<file path="config.mk">
export PLATFORM = sky130hd
export DESIGN_NAME = decimal_float_literal_recognizer
export DESIGN_NICKNAME = d
export VERILOG_FILES = /design/src/design/dflr_pkg.sv /design/src/design/dflr_scan.sv /design/src/design/decimal_float_literal_recognizer.sv
export SDC_FILE = /design/constraint.sdc
export NUM_CORES = 1
export LEC_CHECK = 0
export BUFFER_PORTS_ARGS = -buffer_cell sky130_fd_sc_hd__buf_2
export CAP_MARGIN = 20
export CORE_UTILIZATION = 40
export DETAILED_ROUTE_END_ITERATION = 7
export PLACE_DENSITY = 0.6
export SLEW_MARGIN = 20
export SYNTH_ARGS = -nofsm -noshare
export SYNTH_HDL_FRONTEND = slang
export SYNTH_HIERARCHICAL = 1
export SYNTH_SLANG_ARGS = --single-unit
</file>
<file path="constraint.sdc">
create_clock -name clock -period 6.65 [get_ports clock]
set_clock_uncertainty 0.2 [all_clocks]
set_input_delay 0.9975 -clock clock [delete_from_list [all_inputs] [get_ports clock]]
set_output_delay 0.9975 -clock clock [all_outputs]
set_load 0.1 [all_outputs]
</file>
<file path="src/design/dflr_pkg.sv">
`timescale 1ns / 1ps
// Shared types and character constants for the decimal float literal recognizer.
// No dependencies; imported by dflr_scan and the top level.

package dflr_pkg;

   // character codes the scanner looks for
   localparam logic [7:0] CH_DIGIT_LO = 8'h30;  // '0'
   localparam logic [7:0] CH_DIGIT_HI = 8'h39;  // '9'
   localparam logic [7:0] CH_PLUS     = 8'h2B;  // '+'
   localparam logic [7:0] CH_MINUS    = 8'h2D;  // '-'
   localparam logic [7:0] CH_DOT      = 8'h2E;  // '.'
   localparam logic [7:0] CH_EXP_LO   = 8'h65;  // 'e'
   localparam logic [7:0] CH_EXP_HI   = 8'h45;  // 'E'

   localparam int          LEN_W   = 8;
   localparam logic [LEN_W-1:0] LEN_MAX = '1;

   // outcome of the current beat, from the scanner to the top level
   typedef struct packed {
      logic             emit;    // this beat closes the token with a result
      logic             found;   // a number prefix was recognized
      logic [LEN_W-1:0] length;  // characters in the number, zero when not found
   } scan_result_type;

endpackage

</file>
<file path="src/design/dflr_scan.sv">
`timescale 1ns / 1ps
// Scanner state machine: classifies one character, moves the eight-state machine
// and keeps the saturating length count. Depends on dflr_pkg.

module dflr_scan (
   input  logic                     clock,
   input  logic                     reset,
   input  logic                     step,    // held beat is consumed this cycle
   input  logic [7:0]               ch,
   input  logic                     first,
   output dflr_pkg::scan_result_type result
);
   import dflr_pkg::*;

   typedef enum logic [2:0] {
      ST_START   = 3'd0,
      ST_SIGN    = 3'd1,
      ST_INT     = 3'd2,
      ST_DOT     = 3'd3,
      ST_FRAC    = 3'd4,
      ST_EXP     = 3'd5,
      ST_EXPSIGN = 3'd6,
      ST_EXPDIG  = 3'd7
   } state_type;

   typedef enum logic [1:0] {
      MV_ACCEPT = 2'd0,
      MV_END    = 2'd1,
      MV_REJECT = 2'd2
   } move_type;

   state_type        state_ff, state_in, cur_state, next_state;
   logic [LEN_W-1:0] count_ff, count_in, cur_count;
   logic             done_ff, done_in;
   logic             active;
   logic             is_dig, is_sgn, is_exp, is_dot;
   move_type         move;

   // character classes
   always_comb begin
      is_dig = ch inside {[CH_DIGIT_LO:CH_DIGIT_HI]};
      is_sgn = (ch == CH_PLUS) || (ch == CH_MINUS);
      is_exp = (ch == CH_EXP_LO) || (ch == CH_EXP_HI);
      is_dot = (ch == CH_DOT);
   end

   // a first beat restarts the machine on itself
   assign cur_state = first ? ST_START : state_ff;
   assign cur_count = first ? '0 : count_ff;
   assign active    = first || !done_ff;

   // transition decode
   always_comb begin
      next_state = cur_state;
      move       = MV_REJECT;
      case (cur_state)
         ST_START: begin
            if (is_sgn) begin
               next_state = ST_SIGN; move = MV_ACCEPT;
            end else if (is_dig) begin
               next_state = ST_INT; move = MV_ACCEPT;
            end else if (is_dot) begin
               next_state = ST_DOT; move = MV_ACCEPT;
            end
         end
         ST_SIGN: begin
            if (is_dot) begin
               next_state = ST_DOT; move = MV_ACCEPT;
            end else if (is_dig) begin
               next_state = ST_INT; move = MV_ACCEPT;
            end
         end
         ST_INT: begin
            move = MV_END;
            if (is_exp) begin
               next_state = ST_EXP; move = MV_ACCEPT;
            end else if (is_dig) begin
               next_state = ST_INT; move = MV_ACCEPT;
            end else if (is_dot) begin
               next_state = ST_FRAC; move = MV_ACCEPT;
            end
         end
         ST_DOT: begin
            if (is_dig) begin
               next_state = ST_FRAC; move = MV_ACCEPT;
            end
         end
         ST_FRAC: begin
            move = MV_END;
            if (is_exp) begin
               next_state = ST_EXP; move = MV_ACCEPT;
            end else if (is_dig) begin
               next_state = ST_FRAC; move = MV_ACCEPT;
            end
         end
         ST_EXP: begin
            if (is_sgn) begin
               next_state = ST_EXPSIGN; move = MV_ACCEPT;
            end else if (is_dig) begin
               next_state = ST_EXPDIG; move = MV_ACCEPT;
            end
         end
         ST_EXPSIGN: begin
            if (is_dig) begin
               next_state = ST_EXPDIG; move = MV_ACCEPT;
            end
         end
         ST_EXPDIG: begin
            move = MV_END;
            if (is_dig) begin
               next_state = ST_EXPDIG; move = MV_ACCEPT;
            end
         end
         default: begin
            next_state = ST_START;
            move       = MV_REJECT;
         end
      endcase
   end

   // result of this beat
   always_comb begin
      result.emit   = active && (move != MV_ACCEPT);
      result.found  = (move == MV_END);
      result.length = (move == MV_END) ? cur_count : '0;
   end

   // next state of the token
   always_comb begin
      state_in = state_ff;
      count_in = count_ff;
      done_in  = done_ff;
      if (step && active) begin
         state_in = next_state;
         count_in = cur_count;
         done_in  = (move != MV_ACCEPT);
         if (move == MV_ACCEPT && cur_count != LEN_MAX) begin
            count_in = cur_count + 1'b1;
         end
      end
   end

   always_ff @(posedge clock) begin
      if (reset) begin
         state_ff <= ST_START;
         count_ff <= '0;
         done_ff  <= 1'b1;
      end else begin
         state_ff <= state_in;
         count_ff <= count_in;
         done_ff  <= done_in;
      end
   end

endmodule

</file>
<file path="src/design/decimal_float_literal_recognizer.sv">
`timescale 1ns / 1ps
// Top level of the decimal float literal recognizer: input register, scanner,
// result register. Depends on dflr_pkg and dflr_scan.
//
//  channel  dir  tdata            tuser   beat
//  req      in   [7:0] ch         first   one character
//  rsp      out  [7:0] length     found   at most one result per token
//
// One character per cycle while no closing beat waits on a stalled result.
// A beat waits in the input register; scanner decode feeds the result register.
// Reset clears the scanner to its start state, waiting for a first beat.
// A stalled result holds the input register only for a beat that closes a token;
// beats that give no result keep flowing through the scanner.

module decimal_float_literal_recognizer (
   input  logic       clock,
   input  logic       reset,
   input  logic       req_tvalid,
   output logic       req_tready,
   input  logic [7:0] req_tdata,   // [7:0] ch
   input  logic       req_tuser,   // [0] first
   output logic       rsp_tvalid,
   input  logic       rsp_tready,
   output logic [7:0] rsp_tdata,   // [7:0] length
   output logic       rsp_tuser    // [0] found
);
   import dflr_pkg::*;

   logic             in_vld_ff, in_vld_in;
   logic [7:0]       in_ch_ff;
   logic             in_first_ff;
   logic             rsp_vld_ff, rsp_vld_in;
   logic [LEN_W-1:0] rsp_len_ff;
   logic             rsp_found_ff;
   logic             out_free, step, req_fire;
   scan_result_type  res;

   // handshake
   assign out_free   = !rsp_vld_ff || rsp_tready;
   assign step       = in_vld_ff && (!res.emit || out_free);
   assign req_tready = !in_vld_ff || step;
   assign req_fire   = req_tvalid && req_tready;

   dflr_scan u_scan (
      .clock  (clock),
      .reset  (reset),
      .step   (step),
      .ch     (in_ch_ff),
      .first  (in_first_ff),
      .result (res)
   );

   // input register
   assign in_vld_in = req_fire || (in_vld_ff && !step);

   always_ff @(posedge clock) begin
      if (reset) begin
         in_vld_ff <= 1'b0;
      end else begin
         in_vld_ff <= in_vld_in;
      end
      if (req_fire) begin
         in_ch_ff    <= req_tdata;
         in_first_ff <= req_tuser;
      end
   end

   // result register
   assign rsp_vld_in = (step && res.emit) || (rsp_vld_ff && !rsp_tready);

   always_ff @(posedge clock) begin
      if (reset) begin
         rsp_vld_ff <= 1'b0;
      end else begin
         rsp_vld_ff <= rsp_vld_in;
      end
      if (step && res.emit) begin
         rsp_len_ff   <= res.length;
         rsp_found_ff <= res.found;
      end
   end

   assign rsp_tvalid = rsp_vld_ff;
   assign rsp_tdata  = rsp_len_ff;
   assign rsp_tuser  = rsp_found_ff;

`ifndef SYNTHESIS
   // a rejected token never carries a length
   assert property (@(posedge clock) disable iff (reset)
      rsp_vld_ff && !rsp_found_ff |-> rsp_len_ff == '0)
      else $error("result without a number carries a nonzero length");

   // the input side only stalls behind a stalled result
   assert property (@(posedge clock) disable iff (reset)
      !req_tready |-> rsp_vld_ff && !rsp_tready && res.emit)
      else $error("input stalled without output backpressure");

   // nothing is presented right after reset
   assert property (@(posedge clock)
      reset |=> !rsp_vld_ff && !in_vld_ff)
      else $error("beat held across reset");
`endif

endmodule
</file>
==> Yosys cells after proc, flatten, opt, wreduce, memory -nomap -nowiden <==
Cells that the tools add are included.
{ "totals": {"n_memories": 0, "mem_bits_rw": 0, "romBits": 0, "latch_bits": 0, "wordCells": 82, "regBits": 32} }
{ "classes": {"magnitude_cmp": 2, "n_div": 0, "multipliers": 0, "n_mux": 28, "n_eq_ne": 14, "n_addsub": 1, "n_bitwise": 0, "n_reduce_logical": 28, "shift": 0} }
{ "ops": {"columns": ["operator", "count"], "rows": [
  ["two-way mux 3 bit", 13],
  ["== test 8 x 6 -> 1 bit, second input constant", 3],
  ["case mux 3 bit (7 select lines)", 1],
  ["two-way mux 2 bit", 9],
  ["== test 8 x 7 -> 1 bit, second input constant", 2],
  ["two-way mux 8 bit", 2],
  ["case mux 2 bit (7 select lines)", 1],
  ["== test 3 bit, second input constant", 4],
  ["logical AND 1 bit", 9],
  ["adder 8 x 1 -> 8 bit, second input constant", 1],
  ["greater-or-equal comparator 8 x 6 -> 1 bit, second input constant", 1],
  ["<= comparator 8 x 6 -> 1 bit, second input constant", 1],
  ["logical OR 1 bit", 8],
  ["!= test 8 bit, second input constant", 1],
  ["== test 3 x 2 -> 1 bit, second input constant", 2],
  ["logical NOT 1 bit", 6],
  ["OR reduction 2 bit", 2],
  ["== test 3 x 1 -> 1 bit, second input constant", 1],
  ["logical NOT 3 bit", 1],
  ["== test 2 x 1 -> 1 bit, second input constant", 1],
  ["logical NOT 2 bit", 1],
  ["two-way mux 1 bit", 2],
  ["nonzero test 2 bit", 1]
]} }

==> Longest topological paths before layout <==
Gate-level depths: netlist (run 1).
{ "logic_depth": {"depth_word": 13, "depth_mapped": 13} }

==> By module <==
The synthesis (run 1) kept the hierarchy.
{ "modules_own_cells": {"columns": ["mod", "instances", "seq_area_each_um2", "cells_each", "area_each_um2"], "rows": [
  ["dflr_scan", 1, 240.2, 158, 1144.8],
  ["decimal_float_literal_recognizer", 1, 580.6, 30, 644.4]
]} }

==> Least setup slack after synthesis (run 1) <==
Ideal clock, no wire load.
{ "synth_path": {"path_type": "flip-flop to output port", "start": "register u_scan.state_ff[0]", "end": "output req_tready", "arrival_ns": 2.148, "path_slack_ns": 3.304, "path_stages_with_launch": 7, "cell_sequence": "dfxtp_1 -> inv_1 -> or4_1 -> o21ai_1 -> a32oi_1 -> a21boi_0 -> nand4b_2"} }
{ "synth_rtl": {"columns": ["element", "line_no", "rtl"], "rows": [
  ["start: declaration", "dflr_scan.sv:32", "state_type state_ff, state_in, cur_state, next_state;"],
  ["start signal: assignment", "dflr_scan.sv:149", "state_ff <= state_in;"],
  ["end: declaration", "decimal_float_literal_recognizer.sv:19", "output logic req_tready,"]
]} }

==> results of run 1 <==
==> per-stage QoR <==
step / utilization [%] / instance area [µm²] / total power, mW / hold WS, ns / setup WS [ns]
6_report: 48.2 / 2000 / 0.404 / 0.278 / 2.63
3_3_place_gp: 46.2 / 1910 / 0.262 / 0.251 / 3.05
2_1_floorplan: - / 1790 / 0.254 / 0.237 / 3.30
3_5_place_dp: 46.2 / 1910 / 0.263 / 0.269 / 2.97
4_1_cts: 48.2 / 2000 / 0.409 / 0.285 / 2.64
5_1_grt: 48.2 / 2000 / 0.422 / 0.298 / 2.40
==> routing by layer <==
layer	track usage, %	routed length [µm]	part of all wire, %	up-vias
met3	5.92	226	6.1	9
met4	10.5	83	2.2	0
met5	0	0	0	-
li1	-	-	-	738
met1	22.8	1700	46	692
met2	27.9	1690	46	56
==> Yosys cell counts (6+ instances only) <==
library cell   n
a21oi_1       14
a31oi_1       10
and2_1        11
clkbuf_1       6
dfxtp_1       14
edfxtp_1      18
nand2_1       16
nor2_1        15
nor3_1         6
o21ai_0        8
==> worst register-to-register path: cells and delay by family (launching register included) <==
family	cells	cell delay (ns)
flip-flops	1	0.42
multiplexers	1	0.37
AO/OA/AOI/OAI	5	1.23
AND/OR/NAND/NOR	4	1.35
==> state kept, by name, indices dropped and copies added (netlist names) <==
register / cells
in_vld_ff: 1
in_ch_ff: 8
u_scan/count_ff: 8
u_scan/state_ff: 3
rsp_tuser: 1
in_first_ff: 1
u_scan/done_ff: 1
rsp_tdata: 8
rsp_tvalid: 1
==> path summary, 6_finish.rpt <==
kind                            slack [ns]           start                  to  cells past startpoint
worst min-delay path                  0.28  u_scan/done_ff      u_scan/done_ff                      1
worst max register to register        2.95     in_ch_ff[6]  u_scan/count_ff[4]                     10
worst max-delay path                  2.63     in_ch_ff[6]          req_tready                      7
worst min register to register        0.28  u_scan/done_ff      u_scan/done_ff                      1
==> final cells by class <==
class                      instances  area share (%)
clock buffer                       6            3.63
tap                               50            3.13
timing repair buffer              23            5.76
clock inverter                     2           0.626
inverter                           5            1.06
multi-input combinational        140            44.7
sequential                        32            41.1
==> logic make-up after synthesis <==
family / share of synthesized area [%]
fa+ha+maj: 1.26
flops: 45.9
simple gates: 25.8
compound gates: 19.0
mux: 2.52
buf+inv: 4.13
xor+xnor: 1.47
==> where the power goes <==
group          internal, mW  total (mW)  switching [mW]
sequential            0.215       0.220         0.00525
combinational       0.00995      0.0381          0.0281
clock                0.0730       0.145          0.0722
total                 0.298       0.404           0.106
==> key figures, run 1 <==
Worst setup path
  – Startpoint types: register
  – Worst path cell trace: nor3b_2 -> and3_1 -> o21ai_1 -> a32oi_1 -> a21boi_0 -> nand4b_2 -> buf_2
  – CP arrival: 2.82 ns
  – Slowest stage cell, crit path: nor3b_2
  – Top delay family on crit path: simple AND/OR/NAND/NOR gates
  – Max Fanout on Critical Path: 12
  – Element type at the critical path end: output pin
  – Worst path bufs/invs: 1
  – Crit Path Class: register to output pin
  – CP required: 5.45 ns
  – Slowest stage delay, CP: 0.58 ns

Placement
  – HPWL after DPL: 2.75 mm
  – Cell Count Post-Placement: 250
  – Placer Congestion: 0.910
  – Buffers added on ports: 23

Timing
  – Setup TNS: 0 ns
  – Worst Max-Slew Pin Slew: 0.778 ns
  – Fmax: 0.249 GHz
  – Clock period minus worst slack: 4.02 ns
  – Slew Limit Headroom: 47.9%
  – Max Transition Viols Final: 0
  – Tcrit/Tclk final: 60.5%
  – RSZ-0062 raised after global routing: false
  – Setup-failing EPs final: 0
  – Final Hold Fails: 0

Routing
  – Wire per inst: 14.3 µm
  – DR vias/cell: 5.79
  – Drt first pass iters: 5
  – Residual DRC count: 0
  – DR vias: 1495
  – First DRT Iteration DRCs: 113
  – Final ANT Viol Nets: 0
  – Final wirelength: 3.70 mm

Clock network
  – Clock latency at the later pin of the worst-skew pair: 0.28 ns
  – H-tree depth: 2
  – Root Driver: clkbuf_8
  – TritonCTS clock tree: yes
  – Post-CTS setup buffer count: 0
  – Reg clk slew, reported paths: 0.07 ns
  – Hold buffers post-CTS: 0
  – Cts repair resizes: 0
  – Clk sinks: 32
  – Num CTS Buffers: 5
  – CTS max path bufs: 2

Cells and area
  – Fill cell count: 398
  – Layout cells sized above 1: 20.2%
  – Register area: 821 µm²
  – Area of the multi-input gates: 895 µm²
  – Synth-to-layout area growth: 11.7%
  – Commonest non-fill, non-tap cell in the layout: buf_2
  – Most frequent cells in the layout: buf_2, edfxtp_1, nand2_1, nor2_1
  – Antenna Cells: 0
  – Final std cells w/o fill: 258
  – Fin nets: 221

Synth
  – Post-Synthesis Cell Area: 1790 µm²
  – Synth top area cells: edfxtp_1, dfxtp_1, a21oi_1, and2_1, a31oi_1
  – Ys Warns: 6
  – EDFF count, synth: 18
  – Area leader, netlist: edfxtp_1
  – Top_reg_cell synth: edfxtp_1
  – Seq/Total Area, Yosys: 45.9%
  – Yosys top cell area share: 30.2%
  – Syn_nets: 202
  – Ys async rst share: 0%
  – Cells after synthesis: 188
  – Count of cell types in the netlist: 52
  – Synthesized area per cell: 9.52 µm²
  – FF+latch count, synth: 32

Floorplanning
  – Die Wd: 68.9 µm
  – Die ar.: 4740 µm²
  – FP Rows: 23
  – IO Pins: 24
  – Initial core utilization: 43.2%
  – Die Y: 68.9 µm
  – Core area: 4140 µm²

Job
  – Max cap viols: 0

Global route
  – First-pass GRT wire length: 6.27 mm
  – Tot GR Track Use: 18.4%
  – GRT Residual Overflow: 0
  – Initial antenna violation count: 0
  – Vias in the first global route: 1421
  – Largest net degree at the start of global routing: 19

Pwr
  – PD cells: 202 nW/µm²
  – Max VDD drop: 148 µV
  – Leakage: 0.711 nW

Run status
  – Status: finished, final reports clean

Min path
  – HP Class: register to register
No activity file was read; power rests on OpenSTA's default activity.
==> run 2: changes to the inputs <==
--- a/config.mk
+++ b/config.mk
@@ -9,7 +9,7 @@
 export CAP_MARGIN = 20
 export CORE_UTILIZATION = 40
 export DETAILED_ROUTE_END_ITERATION = 7
-export PLACE_DENSITY = 0.6
+export PLACE_DENSITY = 0.62
 export SLEW_MARGIN = 20
 export SYNTH_ARGS = -nofsm -noshare
 export SYNTH_HDL_FRONTEND = slang
==> constraint.sdc (replaced) <==
create_clock -name clock -period 3.4 [get_ports clock]
set_clock_uncertainty 0.2 [all_clocks]
set_input_delay 0.51 -clock clock [delete_from_list [all_inputs] [get_ports clock]]
set_output_delay 0.51 -clock clock [all_outputs]
set_load 0.1 [all_outputs]
==> key figures, run 2 (same netlist as run 1, synthesis figures left out) <==
Routing
  – Wire per inst: 15.2 µm (was 14.3 µm)
  – Final ANT Viol Nets: 0 (unchanged)
  – DR vias: 1513 (was 1495)
  – First DRT Iteration DRCs: 132 (was 113)
  – DR vias/cell: 5.71 (was 5.79)
  – Met2 WL: 1.82 mm (was 1.69 mm)
  – Drt first pass iters: 4 (was 5)
  – Final wirelength: 4.04 mm (was 3.70 mm)
  – Top sig layer: met4 (unchanged)
  – DR WL met3: 230 µm (was 226 µm)
  – Metal1 wirelength: 1.88 mm (was 1.70 mm)
  – Residual DRC count: 0 (unchanged)

Timing
  – RSZ-0062 raised after global routing: false (unchanged)
  – Worst hold slack: 0.195 ns (was 0.278 ns)
  – Slew Limit Headroom: 67.6% (was 47.9%)
  – Tcrit/Tclk final: 94.0%
  – Max Transition Viols Final: 0 (unchanged)
  – Worst Max-Slew Pin Slew: 0.489 ns (was 0.778 ns)
  – Fmax: 0.313 GHz
  – Setup-failing EPs final: 0 (unchanged)
  – Clock period minus worst slack: 3.20 ns
  – Final Hold Fails: 0 (unchanged)
  – Setup ws final: 0.203 ns (was 2.63 ns)

Global route
  – Vias in the first global route: 1426 (was 1421)
  – First-pass GRT wire length: 6.54 mm (was 6.27 mm)
  – Largest net degree at the start of global routing: 19 (unchanged)
  – Tot GR Track Use: 19.2% (was 18.4%)
  – GRT Residual Overflow: 0 (unchanged)
  – Initial antenna violation count: 0 (unchanged)

Floorplanning
  – Die ar.: 4740 µm² (unchanged)
  – FP Rows: 23 (unchanged)
  – Die Y: 68.9 µm (unchanged)
  – Die Wd: 68.9 µm (unchanged)
  – IO Pins: 24 (unchanged)
  – Initial core utilization: 43.2% (unchanged)
  – Core area: 4140 µm² (unchanged)

Clock network
  – Clk sinks: 32 (unchanged)
  – CTS max path bufs: 2 (unchanged)
  – Root Driver: clkbuf_8 (unchanged)
  – TritonCTS clock tree: yes (unchanged)
  – H-tree depth: 2 (unchanged)
  – Num CTS Buffers: 5 (unchanged)
  – Clock latency at the later pin of the worst-skew pair: 0.29 ns (was 0.28 ns)
  – Reg clk slew, reported paths: 0.07 ns (about the same)

Cells and area
  – Antenna Cells: 0 (unchanged)
  – Commonest non-fill, non-tap cell in the layout: buf_2 (unchanged)
  – Fin nets: 228 (was 221)
  – Final std cells w/o fill: 265 (was 258)
  – Layout cells sized above 1: 24.7% (was 20.2%)
  – Post-route cell area: 2090 µm² (was 2000 µm²)
  – Most frequent cells in the layout: buf_2, edfxtp_1, nand2_1, nor2_1, a21oi_1 (was buf_2, edfxtp_1, nand2_1, nor2_1)
  – Synth-to-layout area growth: 16.7% (was 11.7%)

Worst setup path
  – CP arrival: 2.49 ns (was 2.82 ns)
  – Max Fanout on Critical Path: 13 (was 12)
  – Startpoint types: register (unchanged)
  – Worst path cell trace: inv_1 -> or4_1 -> o21ai_1 -> a32oi_1 -> a21boi_1 -> nand4b_2 -> buf_2 (was nor3b_2 -> and3_1 -> o21ai_1 -> a32oi_1 -> a21boi_0 -> nand4b_2 -> buf_2)
  – Element type at the critical path end: output pin (unchanged)
  – Slowest stage cell, crit path: or4_1 (was nor3b_2)
  – Worst path bufs/invs: 2 (was 1)
  – Crit Path Class: register to output pin (unchanged)
  – CP required: 2.69 ns (was 5.45 ns)
  – Slowest stage delay, CP: 0.50 ns (was 0.58 ns)
  – Top delay family on crit path: simple AND/OR/NAND/NOR gates (unchanged)

Pwr
  – Switching part of the total power: 26.5% (was 26.2%)
  – Internal Pwr Total: 584 µW (was 298 µW)
  – Leakage: 0.755 nW (was 0.711 nW)
  – Flop pwr share: 54.3% (was 54.6%)
  – PD cells: 381 nW/µm² (was 202 nW/µm²)
  – Clk pwr share: 35.3% (was 36.0%)
  – Net Sw Power: 211 µW (was 106 µW)
  – Combinational cell fraction of total power: 10.4% (was 9.4%)
  – Max VDD drop: 229 µV (was 148 µV)

Min path
  – HP Class: primary input to register (was register to register)

Placement
  – HPWL after DPL: 2.94 mm (was 2.75 mm)
  – Placer Congestion: 0.986 (was 0.910)
  – Cell Count Post-Placement: 256 (was 250)
  – Placed cell area: 1960 µm² (was 1910 µm²)
  – Pre-CTS setup slack: -0.0477 ns (was 2.97 ns)
  – Buffers added on ports: 23 (unchanged)

Run status
  – Status: finished, final reports clean (unchanged)

Job
  – Max cap viols: 0 (unchanged)
[run 2: cell count changes in the layout (fill, tap and decap cells not counted), sizes merged]
cell      change
buf           +7
clkinvlp      -1
clkinv        +1
[run 2: path summary, 6_finish.rpt]
path	slack [ns]	startpoint	cells after the start	end
setup / recovery	0.20	u_scan/state_ff[0]	7	req_tready
hold / removal	0.20	req_tdata[2]	1	in_ch_ff[2]
setup reg to reg	0.21	in_ch_ff[1]	10	u_scan/count_ff[4]
hold reg to reg	0.28	u_scan/done_ff	1	u_scan/done_ff
[run 2: worst reg2reg max path, delay by kind of cell (launching register included)]
family / cells / cell delay [ns]
AND/OR/NAND/NOR: 4 / 0.96
flip-flops: 1 / 0.50
AO/OA/AOI/OAI: 5 / 1.07
multiplexers: 1 / 0.35
[run 2: layer usage]
metal  up-vias  track usage, %
met5         -               0
met4         0            8.16
met3        13            5.43
met2        54            29.7
met1       689            24.9
li1        757               -
[run 2: repair_timing]
item / in CTS / in global routing
hold buffers: 0 / 0
endpoints found under the setup margin: 2 / 6
gates resized for setup: 2 / 7
setup buffers: 0 / 1
gates cloned: 0 / 0
pin swaps: 0 / 3
[run 2: per-stage QoR]
| stage | power, mW | setup TNS, ns | util (%) |
|---|---|---|---|
| 2_1_floorplan | 0.496 | 0 | - |
| 3_3_place_gp | 0.516 | 0 | 47.3 |
| 3_5_place_dp | 0.518 | -0.0587 | 47.3 |
| 4_1_cts | 0.799 | 0 | 49.3 |
| 5_1_grt | 0.826 | 0 | 50.4 |
| 6_report | 0.795 | 0 | 50.4 |
[run 2: cell type report]
| class | instances | area (µm²) |
|---|---|---|
| fill | 416 | 2060 |
| clock buffer | 6 | 72.6 |
| multi-input combinational | 140 | 935 |
| tap | 50 | 62.6 |
| timing repair buffer | 30 | 168 |
| clock inverter | 2 | 7.51 |
| inverter | 5 | 21.3 |
| sequential | 32 | 822 |
[run 2: power groups by stage]
stage / clock (mW) / combinational, mW / sequential (mW)
after floorplan: 0 / 0.0356 / 0.461
after global placement: 0 / 0.0777 / 0.438
after detailed placement: 0 / 0.0794 / 0.439
after CTS: 0.288 / 0.0803 / 0.430
after global routing: 0.304 / 0.0885 / 0.434
final: 0.281 / 0.0823 / 0.432
